===== src/design/tfn_pkg.sv =====
// Package for the triangle face normal unit: request, status and command codes
// and the command word passed from the front end to the back end.
// No dependencies.
`default_nettype none
package tfn_pkg;

  localparam int TFN_VERTEX_DEPTH = 4096;
  // index fields in the command word; covers every store depth up to 65536
  localparam int IDX_W = 16;

  localparam logic [1:0] REQ_APPEND = 2'd0;
  localparam logic [1:0] REQ_TRI    = 2'd1;
  localparam logic [1:0] REQ_CLEAR  = 2'd2;

  localparam logic [1:0] ST_OK    = 2'd0;
  localparam logic [1:0] ST_RANGE = 2'd1;
  localparam logic [1:0] ST_DEGEN = 2'd2;
  localparam logic [1:0] ST_FULL  = 2'd3;

  localparam logic [1:0] CMD_STAT   = 2'd0;
  localparam logic [1:0] CMD_APPEND = 2'd1;
  localparam logic [1:0] CMD_TRI    = 2'd2;

  typedef struct packed {
    logic [1:0]       kind;
    logic [1:0]       status;
    logic [IDX_W-1:0] ia;    // corner a, or store address of an append
    logic [IDX_W-1:0] ib;
    logic [IDX_W-1:0] ic;
    logic [95:0]      vtx;   // {z, y, x}
  } cmd_t;

endpackage
`default_nettype wire


===== src/design/tfn_front.sv =====
// Front end: takes request words, keeps the vertex count, checks indices and
// store space and turns each request into a command. Depends on tfn_pkg.
`default_nettype none
module tfn_front #(
  parameter int VERTEX_DEPTH = 4096
) (
  input  wire                                  clk,
  input  wire                                  rst_n,
  input  wire                                  in_valid,
  output logic                                 in_ready,
  input  wire  [1:0]                           req_type,
  input  wire  [31:0]                          coord_x,
  input  wire  [31:0]                          coord_y,
  input  wire  [31:0]                          coord_z,
  input  wire  [11:0]                          corner_a,
  input  wire  [11:0]                          corner_b,
  input  wire  [11:0]                          corner_c,
  input  wire                                  q_full,
  output logic                                 push,
  output tfn_pkg::cmd_t                        cmd,
  output logic [$clog2(VERTEX_DEPTH+1)-1:0]    count
);
  import tfn_pkg::*;

  localparam int CW = $clog2(VERTEX_DEPTH + 1);

  logic [CW-1:0] count_r, count_nxt;
  logic          bad_idx;

  assign in_ready = !q_full;
  assign push     = in_valid && !q_full;
  assign count    = count_r;

  assign bad_idx = (32'(corner_a) >= 32'(count_r)) || (32'(corner_b) >= 32'(count_r)) ||
                   (32'(corner_c) >= 32'(count_r));

  always_comb begin
    count_nxt  = count_r;
    cmd.kind   = CMD_STAT;
    cmd.status = ST_OK;
    cmd.ia     = IDX_W'(corner_a);
    cmd.ib     = IDX_W'(corner_b);
    cmd.ic     = IDX_W'(corner_c);
    cmd.vtx    = {coord_z, coord_y, coord_x};
    unique case (req_type)
      REQ_APPEND: begin
        if (count_r == CW'(VERTEX_DEPTH)) begin
          cmd.status = ST_FULL;
        end else begin
          cmd.kind  = CMD_APPEND;
          cmd.ia    = IDX_W'(count_r);
          count_nxt = count_r + 1'b1;
        end
      end
      REQ_TRI: begin
        if (bad_idx) cmd.status = ST_RANGE;
        else cmd.kind = CMD_TRI;
      end
      REQ_CLEAR: count_nxt = '0;
      default: ;
    endcase
  end

  always_ff @(posedge clk) begin
    if (!rst_n) begin
      count_r <= '0;
    end else if (push) begin
      count_r <= count_nxt;
    end
  end

endmodule
`default_nettype wire


===== config.mk =====
export PLATFORM = sky130hd
export DESIGN_NAME = tfn_front
export DESIGN_NICKNAME = d
export VERILOG_FILES = /design/src/design/tfn_pkg.sv /design/src/design/tfn_front.sv
export SDC_FILE = /design/constraint.sdc
export NUM_CORES = 1
export LEC_CHECK = 0
export BUFFER_PORTS_ARGS = -buffer_cell sky130_fd_sc_hd__buf_4
export CAP_MARGIN = 0
export CORE_AREA = 8 8 111 113
export CTS_CLUSTER_DIAMETER = 120
export CTS_CLUSTER_SIZE = 25
export DETAILED_ROUTE_END_ITERATION = 8
export DIE_AREA = 0 0 119 121
export MAX_ROUTING_LAYER = met4
export PLACE_DENSITY = 0.66
export RECOVER_POWER = 100
export SKIP_LAST_GASP = 1
export SLEW_MARGIN = 20
export SYNTH_ARGS = -nofsm -noshare
export SYNTH_HDL_FRONTEND = slang
export SYNTH_SLANG_ARGS = --single-unit
export TNS_END_PERCENT = 1

===== constraint.sdc =====
create_clock -name clk -period 3.3 [get_ports clk]
set_input_delay 0.66 -clock clk [delete_from_list [all_inputs] [get_ports clk]]
set_output_delay 0.66 -clock clk [all_outputs]
set_load 0.01 [all_outputs]

==> run metrics, run 1 <==
status complete, no violations; Hold WS 0.6118 ns; Worst EP arrival 2.45 ns; Slew headroom 0.6478; Total Wirelength between 8000 and 9000 um; CP Max Fanout 5; WP data required 2.64 ns; placed instance count roughly 440; fillers between 1000 and 1500; fmax 0.3216 GHz; drt pass-1 iters 4; Final nets slightly below 500; Yosys top cell area share 0.3664; clk sink count 13; Seq/Total Area, Yosys 0.09697; Horiz. Die Dim 119 um; drt initial violations 34; crit path cell chain inv_1, ha_1, a21o_1, a21o_1, a221o_1, a22o_1, o31a_1, clkbuf_2; Crit Path Class register to primary output; crit path launch type register; RSZ-0062 raised after global routing no; Critical-path top delay cell dfxtp_2; CP top delay family compound AO/OA/AOI/OAI gates; max_cap viols 0; Fin. Hold Viols 0; post-route ant nets 0; Final min period 3.109 ns; DP HPWL 7169 um; DR vias 1974; detailed-route wire length per cell ~18 um; Row Count 38; GRT Total Usage 0.1079; number of I/O pins ~300; most area-consuming cells after synthesis buf_4 37%, ha_1 18%, dfxtp_1 9.7%; CTS buffer count 3; Root Buffer clkbuf_8; distinct cell type count after synthesis 48; final instance area between 2000 and 3000 um^2; Synth Cell Area 2684 um^2; Synth area leader buf_4; Slew @ Worst Pin around 0.52 ns; Die Area 14400 um^2; first-pass GRT wire length around 12000 um; Worst VDD drop 0.0001059 V; port buffer count 97; r2r setup slk 1.32 ns; post-route clock period utilization 0.9422; Synth-to-Final Area Change -6.387%; DRC 0; CP bufs+invs 2; Max Slew Vio Count 0; Final Power a little under 0.5 mW; P_leak roughly 1.1 nW; CP peak stage delay approximately 0.38 ns; total gr overflow 0; Placed Instance Area about 2700 um^2; Setup Buffers After CTS 0; Placer Congestion 0.7695; Post-Layout Cell Count 448; max FFs per register 13; total core area roughly 11000 um^2; Clock Tree Buf Depth 2; final setup vio count 0; Initial Util 0.2531; depth of the CTS H-tree 1; post_cts resized 0; Worst Setup End Kind primary output; Clock Pin Slew Worst Setup and Hold Paths approximately 0.06 ns; ANT cells 0; clock skew 0.002878 ns; drt via density around 4.4; Mapped Cells 325; Top cell by count, worst path a21o_1; # hold bufs at CTS 0; vias in the first global route roughly 2200; TritonCTS clock tree done; Die Height 121 um; setup_tns 0 ns; number of synthesized flops with an enable pin 0; ys flop type dfxtp_1; initial antenna violation count 0; layout cells sized above 1 0.2468; PwrDens 192.7 nW/um^2; HP Class register to register; largest net degree at the start of global routing 12; worst skew pair latency 0.24 ns; synth warn 0; Syn Area/Cell 8.258 um^2; Post-synth ARST share 0; Yosys reg bits 13
-- placed cells by master (no fill, tap or decap), types with 2 or more instances in the layout --
cell type and instances:
clkbuf_1 43, o21ai_0 4, nand2b_1 3, a21o_1 7
mux2_1 5, and4_1 4, nor4b_2 2, nor3_1 3
nor2_1 11, nand3_1 7, and2_1 2, nand4_1 2
nand2_1 13, dfxtp_1 12, xnor2_1 10, o211ai_1 2
conb_1 11, inv_1 19, and3_1 2, a21oi_1 10
o21a_1 2, clkbuf_8 3, mux2_2 6, buf_4 56
nand4b_1 2, ha_1 38, clkbuf_2 6, nor2b_1 3
-- where the power goes --
part           internal [mW]  switching [mW]
clock                 0.0852          0.0575
sequential             0.157        0.000587
combinational         0.0881          0.0952
-- logic make-up (layout without fill, tap and decap cells) --
logic type | Yosys count | in the layout | share of synthesized area
buf+inv | 154 | 127 | 0.4047
mux | 11 | 11 | 0.05314
compound gates | 36 | 36 | 0.09138
simple gates | 61 | 61 | 0.1394
flops | 13 | 13 | 0.09697
xor+xnor | 11 | 11 | 0.03590
other cells | 1 | 11 | 0.001397
fa+ha+maj | 38 | 38 | 0.1772
-- cells in the mapped netlist (2+ instances only) --
| master | n |
|---|---|
| a21o_1 | 7 |
| a21oi_1 | 10 |
| and2_1 | 3 |
| and3_1 | 2 |
| and4_1 | 4 |
| buf_4 | 131 |
| buf_6 | 2 |
| dfxtp_1 | 13 |
| ha_1 | 38 |
| inv_1 | 19 |
| mux2_2 | 6 |
| mux2_4 | 5 |
| nand2_1 | 13 |
| nand2b_1 | 3 |
| nand3_1 | 6 |
| nand4_1 | 2 |
| nand4b_1 | 2 |
| nor2_1 | 11 |
| nor2b_1 | 3 |
| nor3_1 | 3 |
| nor4b_2 | 2 |
| o211ai_1 | 2 |
| o21a_1 | 2 |
| o21ai_0 | 3 |
| xnor2_1 | 10 |
-- metal layers --
layer,up-vias,wire [um],share of wire,global-route usage
met4,0,287,0.036,0.04822
met2,105,4129,0.51,0.1949
li1,922,-,-,-
met3,54,871,0.11,0.05165
met1,893,2744,0.34,0.09374
met5,-,0,0,-
-- worst register-to-register path, delay by kind of cell, from the launching register on --
family,cells,cell delay (ns)
simple gates,4,0.71
compound gates,1,0.16
fa+ha+maj,1,0.22
buf+inv,2,0.37
flops,1,0.45
-- through the flow --
stage,setup slack (ns),utilization
after floorplan,0.4727,-
after global placement,0.2005,0.2511
after detailed placement,0.1861,0.2511
after CTS,0.04203,0.2554
after global routing,0.01761,0.2370
final,0.1908,0.2370
-- final timing paths --
| kind | start | end | cells after the start |
|---|---|---|---|
| worst min register to register | count[11] | count[12] | 3 |
| worst max-delay path | count[2] | cmd[144] | 8 |
| worst max register to register | count[1] | count[0] | 8 |
| worst min-delay path | count[11] | count[12] | 3 |
-- area by class of cell --
type,count,area (um^2),area share
multi-input combinational,168,1351,0.5379
clock buffer,4,45.04,0.01793
tap,140,175.2,0.06972
timing repair buffer,104,608.1,0.2420
inverter,19,71.32,0.02839
sequential,13,261.5,0.1041
Power figures use the tool's default switching activity.
==> run 2, diff against run 1 <==
Settings changed: CORE_AREA 8 8 111 113 to 8 8 110 112, DIE_AREA 0 0 119 121 to 0 0 118 120, PLACE_DENSITY 0.66 to 0.7.
Clock period 3.3 ns to 2.5 ns, I/O delays scaled along.
==> run 2 against run 1 <==
Compared with the run above: the run now ends with setup timing left; critical path depth unchanged; hold slack got worse by 0.12 ns; total power increased by 41%; non-clock buffer count increased by 29; core utilization increased by 4.1 points; cell count increased by 6.5%; setup slack got worse by 0.39 ns; clock-buffer cell count unchanged; register-to-register slack got worse by 0.52 ns; via count increased by 7.5%; clock skew increased by 0.0020 ns; sequential power increased by 32%; highest routed layer unchanged.
==> run metrics, run 2 (same netlist as run 1, synthesis figures left out) <==
status complete, but fails checks; failing checks setup timing; CP bufs+invs 2; Placed Instance Area 2888 um^2; Critical-path top delay cell dfxtp_2; reg-to-reg startpoint count[9]; Max Slew Vio Count 0; first-pass GRT wire length 12700 um; Crit. Startpoint count[2]; CP top delay family compound AO/OA/AOI/OAI gates; number of I/O pins approximately 300; Top cell by count, worst path a21o_1; Die Height approximately 120 um; clock share of power 0.282; Combinational Power Share 0.413; most frequent cells in the layout 101 x buf_4, 34 x ha_1, 32 x clkbuf_1; Final min period 2.699 ns; crit path cell chain inv_4, ha_4, a21o_1, a21o_1, a221o_1, a22o_1, nor4_4, buf_4; Horiz. Die Dim roughly 120 um; post-route clock period utilization 1.079; port buffer count 97; clock skew 0.004908 ns; Pint about 0.47 mW; final setup vio count 13; Worst VDD drop 0.0001193 V; ANT cells 0; layout cells sized above 1 0.4154; Worst EP arrival approximately 2.2 ns; total core area 10510 um^2; fillers about 1100; Hold WS 0.4936 ns; Hold Path Depth 2; final instance area 2920 um^2; total gr overflow 0; Reg power frac 0.305; Final Power ~0.68 mW; Worst path depth 8; worst skew pair latency around 0.25 ns; TritonCTS clock tree done; Sw Share 0.3149; Row Count 38; R2R depth 7; crit path launch type register; Final nets ~510; largest net degree at the start of global routing 18; CP peak stage delay 0.33 ns; WP data required 2.00 ns; GRT Total Usage 0.1151; HP Class primary input to register; Clock Tree Buf Depth 2; drt initial violations 45; Worst Setup End Kind primary output; drt pass-1 iters 4; DP HPWL 7310 um; max_cap viols 0; Crit Path Class register to primary output; DR vias 2122; vias in the first global route 2300; depth of the CTS H-tree 1; Die Area 14160 um^2; worst setup margin -0.1987 ns; Hold Startpoint rst_n; Fin. Hold Viols 0; Clock Pin Slew Worst Setup and Hold Paths 0.05 ns; commonest non-fill, non-tap cell in the layout buf_4; P_leak 1.316 nW; Initial Util 0.2554; RSZ-0062 raised after global routing yes; DRC 0; detailed-route wire length per cell 17.42 um; Root Buffer clkbuf_8; CTS buffer count 3; initial antenna violation count 0; Synth-to-Final Area Change 8.811%; P_sw 0.2153 mW; fmax 0.3705 GHz; post-route ant nets 0; clk sink count 13; Placer Congestion 0.7103; CP Max Fanout 3; max FFs per register 13; worst slack at placement -0.3826 ns; Total Wirelength 8311 um; drt via density 4.449; PwrDens 234.1 nW/um^2
[run 2: cell types whose count changed in the layout (fill, tap and decap cells not counted), sizes merged]
cell,before,now
buf,56,102
clkbuf,52,35
[run 2: routing by layer]
layer	GRT usage	share of wire
met2	0.2036	0.50
met5	-	0
met4	0.06725	0.048
met3	0.05261	0.12
met1	0.09994	0.33
[run 2: per-stage QoR]
| step | setup TNS (ns) | util | cells |
|---|---|---|---|
| 6_report | -1.048 | 0.2779 | 477 |
| 5_1_grt | -2.613 | 0.2779 | 477 |
| 4_1_cts | -1.684 | 0.2877 | 476 |
| 3_5_place_dp | -0.7645 | 0.2748 | 471 |
| 3_3_place_gp | -0.5516 | 0.2748 | 471 |
| 2_1_floorplan | 0 | - | 335 |
[run 2: final cells by class]
cell class                 instances  area (um^2)  area share
clock buffer                       4        45.04     0.01542
inverter                          19        76.32     0.02614
sequential                        13        266.5     0.09126
tap                              140        175.2     0.05998
multi-input combinational        168         1463      0.5009
timing repair buffer             133        894.6      0.3063
[run 2: timing repair]
action	4_1_cts	5_1_grt
pin swaps	6	7
resized for setup	16	6
setup buffers	1	1
hold buffers	0	0
endpoints found under the setup margin	15	15
[run 2: worst paths after layout]
kind / to / slack [ns]
max: cmd[147] / -0.20
max reg2reg: count[1] / 0.80
min: count[1] / 0.49
min reg2reg: count[9] / 0.61
[run 2: power groups by stage]
stage,Clock [mW],Combinational (mW),Sequential [mW]
after floorplan,0,0.321,0.214
after global placement,0,0.286,0.213
after detailed placement,0,0.292,0.213
after CTS,0.196,0.305,0.209
after global routing,0.211,0.315,0.208
final,0.193,0.283,0.209
==> run 3, diff against run 2 <==
Settings changed: MAX_ROUTING_LAYER met4 to default.
==> run 3 against run 2 <==
Compared with the run above: the flow still finishes with violations (setup timing); critical endpoint is now cmd[144]; wire length grew 2.2%; die area is the same; cell count shrank 0.21%; first-iteration DRC count grew 11%; largest power group unchanged; largest cell class unchanged; non-clock buffer count shrank 1; via count grew 0.24%; flip-flop and latch count is the same; hold slack lost 0.0061 ns; total power grew 0.50%; critical path depth is the same; clock-buffer cell count is the same.
==> run metrics, run 3 (same netlist as run 1, synthesis figures left out) <==
status complete, but fails checks; failing checks setup timing; Worst EP arrival 2.18 ns; Total Wirelength 8492 um; CP bufs+invs 2; clk sink count 13; Fin. Hold Viols 0; max FFs per register 13; crit path cell chain inv_4, ha_1, a21o_1, a21o_1, a311oi_2, o41ai_4, o31a_1, buf_4; Die Area 14160 um^2; Synth-to-Final Area Change 8.625%; clock skew 0.001198 ns; Root Buffer clkbuf_8; most frequent cells in the layout 95 x buf_4, 36 x clkbuf_1, 34 x ha_1; CP top delay family compound AO/OA/AOI/OAI gates; P_leak 1.301 nW; ANT cells 0; Critical-path top delay cell dfxtp_4; drt initial violations 50; GRT Total Usage 0.1128; port buffer count 97; worst skew pair latency between 0.2 and 0.25 ns; TritonCTS clock tree done; HP Class primary input to register; final setup vio count 14; Crit Path Class register to primary output; CP peak stage delay 0.36 ns; Horiz. Die Dim 118 um; layout cells sized above 1 0.3988; largest net degree at the start of global routing 12; Final nets about 510; Util after Layout 0.2774; post-route clock period utilization 1.071; drt pass-1 iters 4; worst slack at placement -0.3040 ns; max_cap viols 0; vias in the first global route 2327; Final min period 2.678 ns; CP Max Fanout 4; Worst Setup End Kind primary output; PwrDens 235.7 nW/um^2; Initial Util 0.2554; Row Count 38; post-route ant nets 0; drt via density 4.468; worst setup margin -0.1782 ns; DP HPWL approximately 7400 um; Placer Congestion 0.7071; Top cell by count, worst path a21o_1; first-pass GRT wire length 12850 um; commonest non-fill, non-tap cell in the layout buf_4; Max Slew Vio Count 0; crit path launch type register; WP data required 2.00 ns; total gr overflow 0; initial antenna violation count 0; DR vias around 2100; detailed-route wire length per cell 17.84 um; DRC 0; RSZ-0062 raised after global routing yes; r2r setup slk 0.65 ns; Die Height 120 um; CTS buffer count 3; depth of the CTS H-tree 1; total core area 10510 um^2; fmax ~0.37 GHz; Final Power 0.6872 mW; Worst VDD drop 0.0001575 V; Clock Tree Buf Depth 2; number of I/O pins 301; Clock Pin Slew Worst Setup and Hold Paths ~0.060 ns
-- run 3: stage by stage --
step | hold WS [ns] | setup TNS, ns | cell area (um^2) | std cells
2_1_floorplan | 0.5743 | 0 | 2731 | 335
3_3_place_gp | 0.6011 | -0.5502 | 2888 | 471
3_5_place_dp | 0.6470 | -0.6023 | 2888 | 471
4_1_cts | 0.4822 | -1.500 | 3034 | 476
5_1_grt | 0.4846 | -3.829 | 2915 | 476
6_report | 0.4874 | -1.546 | 2915 | 476
-- run 3: final timing paths --
path / startpoint / to / cells after the start
setup reg to reg: count[1] / count[1] / 9
setup / recovery: count[10] / cmd[144] / 8
hold reg to reg: count[3] / count[3] / 3
hold / removal: rst_n / count[1] / 2
-- run 3: per-layer routing --
metal / part of all wire / global-route usage / wire (um)
met1: 0.32 / 0.09828 / 2732
met5: 0 / 0 / 0
met4: 0.053 / 0.07286 / 453
met3: 0.12 / 0.05449 / 1017
met2: 0.50 / 0.2054 / 4288
-- run 3: layout make-up --
type,count,area [um^2]
multi-input cells,168,1479
flip-flops and latches,13,267.8
well taps,140,175.2
fillers,1170,7592
repair buffers,132,872.1
clock buffers,4,45.04
inverters,19,76.32
-- run 3: repair_timing --
action                                  in CTS  in global routing
pin swaps                                    6                  2
hold buffers                                 0                  0
resized for setup                           22                  3
buffers inserted                             1                  0
endpoints found under the setup margin      14                 15
-- run 3: where the power goes --
part           switching (mW)  total [mW]  internal (mW)
combinational           0.140       0.289          0.149
clock                  0.0781       0.191          0.113
sequential           0.000742       0.207          0.207
total                   0.219       0.687          0.469
-- run 3: worst register-to-register path, cell delays in order, from the launching register on --
cell and delay (ns):
dfxtp_2 0.32, inv_2 0.11, buf_4 0.12, ha_1 0.13, nor4b_1 0.29, nand3_2 0.13
nor3b_4 0.18, buf_4 0.17, a32oi_1 0.23, nor2b_1 0.07
