[config.mk]
export PLATFORM = sky130hd
export DESIGN_NAME = tfn_queue
export DESIGN_NICKNAME = d
export VERILOG_FILES = /design/src/design/tfn_pkg.sv /design/src/design/tfn_queue.sv
export SDC_FILE = /design/constraint.sdc
export NUM_CORES = 1
export LEC_CHECK = 0
export ABC_AREA = 0
export BUFFER_PORTS_ARGS = -buffer_cell sky130_fd_sc_hd__buf_2
export CORE_ASPECT_RATIO = 0.9
export CORE_MARGIN = 10
export CORE_UTILIZATION = 55
export CTS_CLUSTER_SIZE = 16
export DETAILED_ROUTE_END_ITERATION = 8
export GPL_TIMING_DRIVEN = 0
export PLACE_DENSITY = 0.83
export SLEW_MARGIN = 20
export SYNTH_ARGS = -nofsm -noshare
export SYNTH_HDL_FRONTEND = slang
export SYNTH_SLANG_ARGS = --single-unit
export TNS_END_PERCENT = 5
[constraint.sdc]
create_clock -name clk -period 19.4 [get_ports clk]
set_clock_uncertainty 0.1 [all_clocks]
set_input_delay 1.94 -clock clk [delete_from_list [all_inputs] [get_ports clk]]
set_output_delay 1.94 -clock clk [all_outputs]
set_load 0.01 [all_outputs]
[src/design/tfn_pkg.sv]
// Package for the triangle face normal unit: request, status and command codes
// and the command word passed from the front end to the back end.
// No dependencies.
`default_nettype none
package tfn_pkg;

  localparam int TFN_VERTEX_DEPTH = 4096;
  // index fields in the command word; covers every store depth up to 65536
  localparam int IDX_W = 16;

  localparam logic [1:0] REQ_APPEND = 2'd0;
  localparam logic [1:0] REQ_TRI    = 2'd1;
  localparam logic [1:0] REQ_CLEAR  = 2'd2;

  localparam logic [1:0] ST_OK    = 2'd0;
  localparam logic [1:0] ST_RANGE = 2'd1;
  localparam logic [1:0] ST_DEGEN = 2'd2;
  localparam logic [1:0] ST_FULL  = 2'd3;

  localparam logic [1:0] CMD_STAT   = 2'd0;
  localparam logic [1:0] CMD_APPEND = 2'd1;
  localparam logic [1:0] CMD_TRI    = 2'd2;

  typedef struct packed {
    logic [1:0]       kind;
    logic [1:0]       status;
    logic [IDX_W-1:0] ia;    // corner a, or store address of an append
    logic [IDX_W-1:0] ib;
    logic [IDX_W-1:0] ic;
    logic [95:0]      vtx;   // {z, y, x}
  } cmd_t;

endpackage
`default_nettype wire

[src/design/tfn_queue.sv]
// Two-entry command queue between front and back end.
// Depends on tfn_pkg.
`default_nettype none
module tfn_queue (
  input  wire           clk,
  input  wire           rst_n,
  input  wire           push,
  input  tfn_pkg::cmd_t push_data,
  output logic          full,
  input  wire           pop,
  output logic          valid,
  output tfn_pkg::cmd_t pop_data
);
  import tfn_pkg::*;

  cmd_t       ent_r [2];
  logic       wptr_r, rptr_r;
  logic [1:0] cnt_r;

  assign full     = (cnt_r == 2'd2);
  assign valid    = (cnt_r != 2'd0);
  assign pop_data = ent_r[rptr_r];

  always_ff @(posedge clk) begin
    if (push) ent_r[wptr_r] <= push_data;
  end

  always_ff @(posedge clk) begin
    if (!rst_n) begin
      wptr_r <= 1'b0;
      rptr_r <= 1'b0;
      cnt_r  <= 2'd0;
    end else begin
      if (push) wptr_r <= !wptr_r;
      if (pop)  rptr_r <= !rptr_r;
      cnt_r <= cnt_r + 2'(push) - 2'(pop);
    end
  end

endmodule
`default_nettype wire

==> impl.org, run 1 <==
** Outcome
- Status :: completed

** Final layout
- Non-filler cells, final :: 1099
- Fraction of layout cells with a size suffix above 1 :: 62.3%
- After routing the design area is 14100 um2.
- Layout overhead on the synthesized area :: 28.4%
- Net count of the finished layout :: 976

** Timing
- Setup_tns :: 0 ns
- For the pin with the worst max-slew slack, the measured transition is 0.796 ns.
- RSZ-0062 raised after global routing :: false
- The number of hold violations in the final report is 0.
- For the finished layout, the period the worst path requires is 3.99 ns.
- Setup violations remaining at the end of the flow were counted as 0.
- Based on the critical path, the design can be clocked at up to 251 MHz.
- Measured against its own limit, the worst slew margin works out to 46.9%.
- Final period util :: 20.5%
- Number of max-slew violations in the final report :: 0
- In the post-route analysis, the smallest setup slack over all paths is 15.41 ns.

** Drt
- Detailed Route Iter0 Violations :: 238
- After detailed routing, the number of remaining DRC violations is 0.
- Vias per std cell :: 5.26
- After detailed routing, the total wire length is 24.5 mm.
- Max Used Layer :: met5
- For this block, wires on met1 add up to 8.82 mm.
- In this run the remaining antenna-violating nets after routing total 0.
- Detailed-router iteration count before antenna repair :: 5
- Total length of routed met3 wires :: 2.21 mm
- Per-cell routed wire length :: 22.2 um
- Total vias in the final route :: 5781
- In the detailed route, the total length drawn on met2 is 12.7 mm.

** CTS
- After clock tree synthesis, the setup repair step added 0 buffers.
- Counting the buffers created by CTS gives 30.
- After clock tree synthesis, the clock-pin slew on the worst setup and hold paths is 0.06 ns.
- Maximum buffer depth of the clock tree :: 3
- Total of cells resized after clock tree synthesis :: 0
- The clock drives 301 sinks.
- The cell sitting at the root of the clock tree is a clkbuf_16.
- CTS tree :: yes
- Clock latency on the worst-skew pair :: 0.54 ns
- Count of hold-fix buffers inserted at cts :: 0
- Max H-tree Level :: 1

** Yosys
- Of the post-synthesis cell area, the dominant cell type holds 81.2%.
- The synthesized netlist occupies a cell area of 10900 um2.
- In the post-synthesis netlist, the biggest area contributors are edfxtp_1, mux2_2, buf_6.
- Post-synthesis register bit count :: 301
- Library cell with the largest summed area after synthesis :: edfxtp_1
- Synthesized area per cell :: 22.8 um2
- Synthesis produced 481 cells.
- Yosys synthesis warning count :: 0
- Yosys mapped the design onto 14 distinct sky130hd cell types.
- The number of nets handed over by synthesis was 635.
- Share of the yosys chip area belonging to registers :: 82.1%

** Placed design
- IO buf count :: 301
- Cell total after placement :: 1040
- At the placement stage, the worst setup path has a slack of 15.77 ns.
- Once detailed placement completed, the half-perimeter wirelength came to 17.5 mm.
- Routability cong. :: 0.791
- Post-placement cell area :: 13000 um2

** Floorplanning
- Num ports :: 302
- Die width :: 169 um
- Die Outline Area :: 25900 um2
- The total area inside the core boundary comes to 19300 um2.
- After floorplanning, the core was divided into 48 placement rows.
- Initial core utilization :: 56.6%
- Chip Height :: 154 um

** Global route
- Global routing used 18.0% of the available tracks.
- The number of global-route vias before repair was 6340.
- Pin count of the biggest net entering global routing :: 56
- Number of antenna violations at the first check in global routing :: 6
- Remaining global-route overflow :: 0
- Global-route wire length before repair :: 36.5 mm

** Setup path
- Data arrives at the worst endpoint at 1.95 ns.
- Worst path required time :: 17.36 ns
- Across all register-to-register paths, the minimum setup slack is 17.47 ns.
- Of all nets on the critical path, the largest fanout is 10.
- The endpoint identified for the worst register-to-register timing path is ent_r[1][89].
- The worst register-to-register path begins at wptr_r.
- Critical Path Sink Type :: output port
- The critical path is of the reg -> out type.
- Depth of the worst register-to-register path :: 2
- The most critical setup path has its endpoint at pop_data[71].
- The worst setup path is launched from a flop.

** Run
- Max-cap violations in this run came to 0.

** Power and ir drop
- Power Density :: 110 nW/um2
- Maximum VDD drop :: 0.0796 mV
- Static Leakage :: 5.33 nW

** Hold path
- The tightest min-delay check is of the reg -> reg type.
-- layer usage --
| layer | up-vias | track usage (%) |
|---|---|---|
| li1 | 2615 | - |
| met1 | 2848 | 20.0 |
| met2 | 260 | 31.7 |
| met3 | 54 | 6.32 |
| met4 | 4 | 5.84 |
| met5 | - | 0 |
-- critical path, stage by stage (launching register included) --
cell	delay, ns
dfxtp_1	0.39
buf_4	0.30
buf_6	0.20
mux2_2	0.36
buf_2	0.15
-- cells in the mapped netlist --
library cell and instances:
and2_1 4, buf_2 2, buf_4 2, buf_6 12, dfxtp_1 5, edfxtp_1 296, ha_1 2, inv_1 2
mux2_2 148, nor2b_1 4, o21a_1 1, or2_2 1, xnor3_1 1, xor2_1 1
-- layout make-up --
| class | instances | area, um2 |
|---|---|---|
| Inverter | 2 | 7.51 |
| Tap cell | 250 | 313 |
| Antenna cell | 3 | 7.51 |
| Fill cell | 1165 | 5280 |
| Timing Repair Buffer | 309 | 1700 |
| Sequential cell | 301 | 8990 |
| Clock buffer | 32 | 779 |
| Buffer | 16 | 160 |
| Multi-Input combinational cell | 162 | 1800 |
| Clock inverter | 24 | 307 |
-- registers in the layout, indices dropped and copies added (netlist names), named ones only --
signal and count:
ent_r 296, wptr_r 1, cnt_r 2, rptr_r 1
-- worst min path at each step --
stage               cells past startpoint     end  startpoint
floorplan                               2    flop      rptr_r
global placement                        2  wptr_r      wptr_r
detailed placement                      2    flop      rptr_r
CTS                                     2    flop      rptr_r
global route                            2    flop      rptr_r
finish                                  2    flop      rptr_r
-- placed cells by master (no fill, tap or decap), types with 2 or more instances in the layout --
cell type,Yosys,final
mux2_2,148,148
buf_4,2,2
nor2b_1,4,3
buf_12,0,4
edfxtp_1,296,296
dfxtp_1,5,5
buf_6,12,12
buf_2,2,303
inv_1,2,2
bufinv_16,0,7
clkbuf_16,0,31
buf_16,0,4
ha_1,2,2
clkinv_1,0,4
diode_2,0,3
clkinvlp_4,0,5
and2_1,4,3
clkinv_2,0,7
-- cell families after synthesis --
| group | synth area share (%) |
|---|---|
| fa+ha+maj | 0.229 |
| simple gates | 0.514 |
| mux | 15.2 |
| flops | 82.1 |
| compound gates | 0.0686 |
| buf+inv | 1.53 |
| xor+xnor | 0.286 |
-- where the power goes --
part	leakage (nW)	total, mW	switching [mW]	internal, mW
clock network	0.521	0.622	0.238	0.384
logic	1.99	0.162	0.0841	0.0782
registers	2.82	0.761	0.00862	0.752
-- per-stage QoR --
stage / utilization, % / hold slack [ns] / power, mW
6_report: 72.7 / 0.494 / 1.54
3_3_place_gp: 66.0 / 0.472 / 0.932
2_1_floorplan: - / 0.455 / 0.864
4_1_cts: 72.6 / 0.495 / 1.56
3_5_place_dp: 67.0 / 0.487 / 0.938
5_1_grt: 72.7 / 0.530 / 1.60
Note: power is estimated with default switching activity, not from simulation.
==> inputs of run 2 (changes only) <==
--- a/config.mk
+++ b/config.mk
@@ -5,15 +5,15 @@
 export SDC_FILE = /design/constraint.sdc
 export NUM_CORES = 1
 export LEC_CHECK = 0
-export ABC_AREA = 0
+export ABC_AREA = 1
 export BUFFER_PORTS_ARGS = -buffer_cell sky130_fd_sc_hd__buf_2
 export CORE_ASPECT_RATIO = 0.9
 export CORE_MARGIN = 10
-export CORE_UTILIZATION = 55
+export CORE_UTILIZATION = 47
 export CTS_CLUSTER_SIZE = 16
 export DETAILED_ROUTE_END_ITERATION = 8
 export GPL_TIMING_DRIVEN = 0
-export PLACE_DENSITY = 0.83
+export PLACE_DENSITY = 0.76
 export SLEW_MARGIN = 20
 export SYNTH_ARGS = -nofsm -noshare
 export SYNTH_HDL_FRONTEND = slang
==> constraint.sdc (replaced) <==
create_clock -name clk -period 3.2 [get_ports clk]
set_clock_uncertainty 0.1 [all_clocks]
set_input_delay 0.32 -clock clk [delete_from_list [all_inputs] [get_ports clk]]
set_output_delay 0.32 -clock clk [all_outputs]
set_load 0.01 [all_outputs]
==> run 2 against run 1 <==
Design area increased by 9.2%. Via count increased by 10%. Register-to-register slack got worse by 16 ns. Core utilization decreased by 5.1 points. Synthesized area about the same. Synthesized cell count increased by 2.5%. Global-route usage decreased by 0.56 points. Sequential power increased to 6.1 times the previous value. Cell count increased by 18%.
==> impl.org, run 2 <==
** Hold path
- Hold Crit Endpoint :: ent_r[1][79]
- Worst hold path startpoint :: push_data[79]
- Number of stages on the worst hold path :: 2 (unchanged)
- Hold/Removal Path Class :: in -> reg

** Setup path
- The length in cells of the worst reg-to-reg path was 4 (+2).
- RR Startpoint :: wptr_r
- Critical Path Sink Type :: output port
- The endpoint identified for the worst register-to-register timing path is ent_r[0][65].
- The largest fanout on the critical path was 10 (unchanged).
- Worst path required time :: 2.78 ns (-14.58 ns)
- The worst setup path is launched from a flop.
- The arrival time reported for the critical path endpoint is 1.97 ns (+0.02 ns).
- The worst reg-to-reg setup slack was 1.13 ns (-16.34 ns).
- Classification of the worst setup path :: reg -> out

** Timing
- Setup repair after global routing left no endpoint under its margin.
- Dividing the final minimum period by the clock period gives 74.7%.
- After layout, the minimum clock period comes to 2.39 ns.
- The relative max-transition margin is 47.2% (+0.32 points).
- The transition at the pin with the smallest max-transition slack came to 0.789 ns (-0.00661 ns).
- Final-report hold violation count :: 0 (unchanged)
- Derived from the worst setup path, the maximum achievable clock frequency is 418 MHz.
- Worst hold slack :: 0.406 ns (-0.0883 ns)
- The max-slew violation count was 0 (unchanged).
- Final setup vio count :: 0 (unchanged)

** Power and ir drop
- Maximum VDD drop :: 0.463 mV (+480%)
- The switching part of the total power is 21.6% (+0.21 points).
- The proportion of power drawn by the clock network came to 35.2% (-5.1 points).
- Net switching power figure :: 1.89 mW (+470%)
- Flop pwr share :: 52.9% (+3.7 points)
- The sum of internal, switching and leakage power is 8.72 mW (+460%).
- The portion of total power attributed to combinational logic is 11.8% (+1.3 points).
- The power density normalized to cell area was 568 nW/um2 (+420%).
- The internal power of the cells is 6.84 mW (+460%).
- The cell leakage power is 5.86 nW (+9.9%).

** Global route
- Pin count of the biggest net entering global routing :: 88 (+57%)
- Remaining global-route overflow :: 0 (unchanged)
- The initial antenna violation count was 3 (-3).
- Global-route wire length before repair :: 41.1 mm (+13%)
- All-layer global routing usage :: 17.5% (-0.56 points)
- The number of global-route vias before repair was 7102 (+12%).

** Final layout
- Fraction of layout cells with a size suffix above 1 :: 50.8% (-12 points)
- Number of fill cells in the layout :: 1483 (+27%)
- The final non-filler cell total came to 1299 (+18%).
- The top cell types in the final layout, fill and taps aside, are buf_2, edfxtp_1, dlygate4sd3_1.
- Registers with the most flip-flops :: ent_r x296, cnt_r x2
- The multi-input logic area came to 1770 um2 (-1.3%).
- Ranked by flip-flop count, first place goes to ent_r.
- Sequential standard cell area :: 8990 um2 (unchanged)
- Layout overhead on the synthesized area :: 40.3%
- The number of nets at the end of the flow came to 1138 (+17%).
- Leading cell type in the layout, fill and taps excluded :: buf_2
- The flip-flop count of the largest register after layout came to 296 (unchanged).

** Yosys
- Syn Inst Count :: 493 (+2.5%)
- Dominant cell by count in the synthesized netlist :: edfxtp_1
- Post-synthesis register bit count :: 301 (unchanged)
- The mean post-synth cell area was 22.2 um2 (-2.5%).
- Sorting the synthesized cells by how often they occur yields edfxtp_1, mux2_2, buf_6.
- Share of the yosys chip area belonging to registers :: 82.2% (about the same)
- The post-synth net total was 647 (+1.9%).
- Async set-or-reset flop fraction in the synthesized netlist :: 0% (unchanged)
- Cell Area, Synth :: 10900 um2 (about the same)
- Of all cell types, the one taking the most synthesized area is edfxtp_1.
- Yosys synthesis warning count :: 0 (unchanged)
- Cells taking the most area after synthesis :: edfxtp_1, mux2_2, buf_6
- Synth top area share :: 81.2% (about the same)
- For this run, the leading register cell type out of synthesis is edfxtp_1.
- Count of distinct cell types in the synthesized netlist :: 12 (-2)
- The number of synthesized flops with an enable pin came to 296 (unchanged).

** Placed design
- The number of cells after detailed placement is 1098 (+5.6%).
- IO buf count :: 301 (unchanged)
- Routability cong. :: 0.737 (-6.9%)
- Dpl hpwl :: 17.0 mm (-3.1%)

** Floorplanning
- Num ports :: 302 (unchanged)
- The chip height came to 165 um (+7.1%).
- The initial standard-cell utilization of the core was 48.2% (-8.4 points).
- Number of placement rows :: 52 (+8.3%)
- Die width :: 181 um (+7.2%)
- The floorplan core area is 22700 um2 (+17%).
- Die Outline Area :: 29800 um2 (+15%)

** Drt
- Total vias in the final route :: 6383 (+10%)
- The post-detailed-route DRC marker count came to 0 (unchanged).
- Final ANT Viol Nets :: 0 (unchanged)
- The number of detailed-route iterations in the first pass was 4 (-1).
- The routed wire length is 27.1 mm (+11%).
- Per-cell routed wire length :: 20.9 um (-6.2%)
- The ratio of routed vias to standard cells is 4.91 (-6.6%).
- Detailed Route Iter0 Violations :: 365 (+53%)

** CTS
- CTS clock-pin slew for the worst setup and hold paths :: 0.06 ns (about the same)
- Clock latency on the worst-skew pair :: 0.53 ns (about the same)
- The number of buffers inserted to repair setup after CTS is 0 (unchanged).
- Max H-tree Level :: 1 (unchanged)
- The number of clock sinks came to 301 (unchanged).
- CTS tree :: yes
- CTS placed an instance of clkbuf_16 at the clock tree root.
- The largest buffer count on any clock path was 3 (unchanged).
- The number of buffers added by the clock tree synthesis step is 30 (unchanged).

** Run
- Number of max-cap violations :: 0 (unchanged)

** Outcome
- The run finished with clean final reports.
## run 2: cells by family (layout without fill, tap and decap cells)
group	Yosys count	count (layout)	share of synthesized area, %
AO/OA/AOI/OAI	1	1	0.0457
adder cells (fa/ha/maj)	2	2	0.229
buffers and inverters	23	529	1.70
flip-flops	301	301	82.2
multiplexers	148	148	15.2
other	0	3	0
AND/OR/NAND/NOR	18	18	0.629
## run 2: how the worst max path moves through the flow
stage | from | end | slack [ns] | cells past startpoint
6_report | flop | pop_data[61] | 0.81 | 4
5_1_grt | flop | pop_data[110] | 0.71 | 4
4_1_cts | flop | pop_data[107] | 0.75 | 4
3_5_place_dp | push | ent_r[0][52] | 0.94 | 6
3_3_place_gp | push | ent_r[1][57] | -2.44 | 3
2_1_floorplan | wptr_r | ent_r[1][0] | -0.73 | 2
## run 2: metal layers
layer  GRT usage [%]  vias to the layer above  wire length [um]
met5               0                        -                 0
met4            5.36                        0               715
met3            5.14                       45              2150
met2            31.4                      259             14100
met1            19.8                     3144             10200
li1                -                     2935                 -
## run 2: timing repair
item                                   CTS  global route
endpoints found under the hold margin  301             0
resized for setup                        0             0
hold buffers                           151             0
## run 2: power groups by stage
stage	sequential (mW)	combinational [mW]	clock (mW)
after floorplan	4.70	0.452	0
after global placement	4.71	0.822	0
after detailed placement	4.70	0.877	0
after CTS	4.62	1.04	3.16
after global routing	4.63	1.11	3.30
final	4.62	1.03	3.07
## run 2: through the flow
step           utilization, %  area [um2]  TNS [ns]  worst slack [ns]
2_1_floorplan               -       10900   -108.00            -0.730
3_3_place_gp             56.5       12800   -535.93             -2.44
3_5_place_dp             57.2       13000         0             0.938
4_1_cts                  67.6       15300         0             0.750
5_1_grt                  67.6       15400         0             0.705
6_report                 67.6       15400         0             0.810
## run 2: final cells by class
class                   count  share of cell area (%)
diodes                      3                  0.0489
plain buffers              16                    1.04
clock buffers              42                    5.32
clock inverters             5                   0.139
inverters                   7                   0.220
multi-input cells         169                    11.5
flip-flops and latches    301                    58.5
well taps                 297                    2.42
repair buffers            459                    20.7
## run 2: critical path, cell delays in order, from the launching register on
cell and delay, ns:
dfxtp_1 0.39, buf_4 0.31, buf_6 0.21, mux2_2 0.37
buf_2 0.15
==> inputs of run 3 (changes only) <==
==> constraint.sdc (replaced) <==
create_clock -name clk -period 1.93 [get_ports clk]
set_clock_uncertainty 0.1 [all_clocks]
set_input_delay 0.193 -clock clk [delete_from_list [all_inputs] [get_ports clk]]
set_output_delay 0.193 -clock clk [all_outputs]
set_load 0.01 [all_outputs]
==> run 3 against run 2 <==
The run now ends with negative setup slack left. Via count increased by 4.2%. Setup slack got worse by 0.94 ns. Sequential power increased by 66%. Clock power increased by 68%. Power increased by 73%. Critical path type unchanged.
==> impl.org, run 3 (same netlist as run 2, synthesis figures left out) <==
** Timing
- The final count of negative-setup-slack endpoints came to 148 (+148).
- The number of hold violations in the final report was 0 (unchanged).
- Fin crit period :: 2.06 ns
- Setup_tns :: -12.45 ns (-12.45 ns)
- The max-slew violation count came to 0 (unchanged).
- Tightest Pin Transition :: 0.611 ns (-0.178 ns)
- The relative max-transition margin came to 59.1% (+12 points).
- Worst setup margin :: -0.133 ns (-0.943 ns)
- After layout, the worst path uses 107% of the clock period.
- Maximum frequency from static timing analysis :: 485 MHz
- RSZ-0062 raised after global routing :: true

** Drt
- Total detailed-routing wirelength :: 30.6 mm (+13%)
- Final ANT Viol Nets :: 0 (unchanged)
- The number of detailed-route iterations in the first pass came to 4 (unchanged).
- The detail-routed net length per standard cell came to 23.3 um (+12%).
- The ratio of routed vias to standard cells came to 5.06 (+3.0%).
- The routed via count came to 6653 (+4.2%).
- Detailed-route DRC error count :: 0 (unchanged)
- The violation count after the first detailed-route iteration is 428 (+17%).

** Setup path
- Classification of the worst setup path :: reg -> out
- Kind of launch point of the worst setup path :: flop
- STA classifies the critical path endpoint as an output port.
- Data arrival time of the critical path :: 1.77 ns (-0.20 ns)
- The worst endpoint required time came to 1.64 ns (-1.14 ns).
- CP Max Fanout :: 8 (-2)

** Global route
- All-layer global routing usage :: 19.4% (+2.0 points)
- Pin count of the biggest net entering global routing :: 34 (-61%)
- The initial antenna violation count is 1 (-2).
- Number of global-route vias before repair :: 7398 (+4.2%)
- Remaining global-route overflow :: 0 (unchanged)
- The wire length of the first global-routing pass came to 44.8 mm (+8.9%).

** CTS
- The clock insertion delay at the later pin of the skew report came to 0.53 ns (about the same).
- Maximum buffer depth of the clock tree :: 3 (unchanged)
- Number of clock sinks seen by CTS :: 301 (unchanged)
- The number of H-tree levels came to 1 (unchanged).
- TritonCTS built the clock tree.
- Clock root buffer master :: clkbuf_16
- CTS clock-pin slew for the worst setup and hold paths :: 0.06 ns (about the same)
- TritonCTS buffer count :: 29 (-3.3%)

** Final layout
- Most frequent cells in the layout :: edfxtp_1, buf_2, dlygate4sd3_1
- The core utilization of the finished layout is 73.8% (+6.2 points).
- The flip-flop count of the largest register after layout came to 296 (unchanged).
- Leading cell type in the layout, fill and taps excluded :: edfxtp_1
- The number of nets at the end of the flow is 1151 (+1.1%).
- The fraction of layout instances using a drive strength above 1 was 51.4% (+0.68 points).
- From synthesis to final layout, the design area changed by 53.1%.
- Registers with the most flip-flops :: ent_r x296, cnt_r x2
- Non-filler cells, final :: 1315 (+1.2%)
- ent_r holds more flip-flops than any other register.

** Hold path
- Hold/Removal Path Class :: in -> reg

** Power and ir drop
- Maximum VDD drop :: 0.852 mV (+84%)
- The power density normalized to cell area came to 904 nW/um2 (+59%).
- The cell leakage power was 6.61 nW (+13%).

** Floorplanning
- Die width :: 181 um (unchanged)
- Placeable core region :: 22700 um2 (unchanged)
- The full die area is 29800 um2 (unchanged).
- The chip height is 165 um (unchanged).
- The initial standard-cell utilization of the core was 48.2% (unchanged).
- Num ports :: 302 (unchanged)
- The number of rows in the core area was 52 (unchanged).

** Placed design
- IO buf count :: 301 (unchanged)
- Routability cong. :: 0.723 (-2.0%)
- Dpl hpwl :: 18.1 mm (+6.5%)
- The number of cells after detailed placement is 1102 (+0.36%).

** Outcome
- The flow ran to the end, but the final reports show violations.
- The checks that failed: negative setup slack.

** Run
- Number of max-cap violations :: 0 (unchanged)
==> run 3: cell count changes in the layout (fill, tap and decap cells not counted), sizes merged <==
cell	delta
clkbuf	+2
clkinvlp	+2
dlygate4sd3	+2
buf	+9
bufinv	+1
diode	-2
clkinv	+2
==> run 3: report_power, final <==
group / switching, mW / total, mW / internal, mW / leakage, nW
Sequential: 0.107 / 7.68 / 7.57 / 2.82
Combinational: 0.976 / 2.28 / 1.30 / 3.38
Clock: 2.28 / 5.17 / 2.90 / 0.406
==> run 3: metrics by stage <==
stage | cell area [um2] | power (mW) | worst slack [ns] | hold slack, ns
6_report | 16800 | 15.1 | -0.133 | 0.0829
5_1_grt | 16800 | 15.7 | -0.206 | 0.0733
4_1_cts | 16500 | 15.1 | -0.187 | 0.0623
3_5_place_dp | 13100 | 9.27 | -0.114 | 0.284
3_3_place_gp | 12800 | 9.18 | -2.51 | 0.280
2_1_floorplan | 11000 | 8.53 | -1.16 | 0.186
==> run 3: critical path: stages (launching register included) <==
cell	delay (ns)
dfxtp_4	0.42
buf_16	0.20
buf_12	0.13
mux2_2	0.33
buf_2	0.15
==> run 3: per-layer routing <==
layer  wire length (um)  up-vias  GRT usage (%)
li1                   -     2958              -
met1              11500     3339           23.1
met2              15900      307           34.1
met3               2570       49           5.84
met4                659        0           4.84
met5                  0        -              0
==> run 3: final cells by class <==
| cell class | instances | area, um2 |
|---|---|---|
| sequential | 301 | 8990 |
| antenna | 1 | 2.50 |
| fill | 1272 | 5960 |
| inverter | 7 | 30.0 |
| timing repair buffer | 473 | 4050 |
| clock buffer | 41 | 771 |
| tap | 297 | 372 |
| multi-input combinational | 169 | 2160 |
| clock inverter | 10 | 75.1 |
| buffer | 16 | 303 |
==> run 3: worst paths after layout <==
path	endpoint	depth (start not counted)	slack [ns]	startpoint
worst max-delay path	pop_data[95]	4	-0.13	flop
worst min-delay path	ent_r[0][106]	3	0.08	push
worst max register to register	ent_r[0][81]	4	0	wptr_r
worst min register to register	rptr_r	2	0.42	rptr_r
==> run 3: timing repair <==
action / CTS / global route
hold buffers: 153 / 0
setup endpoints to repair: 173 / 173
setup buffers: 3 / 1
hold endpoints to repair: 301 / 0
pin swaps: 0 / 0
cloned: 1 / 3
gates resized for setup: 208 / 33
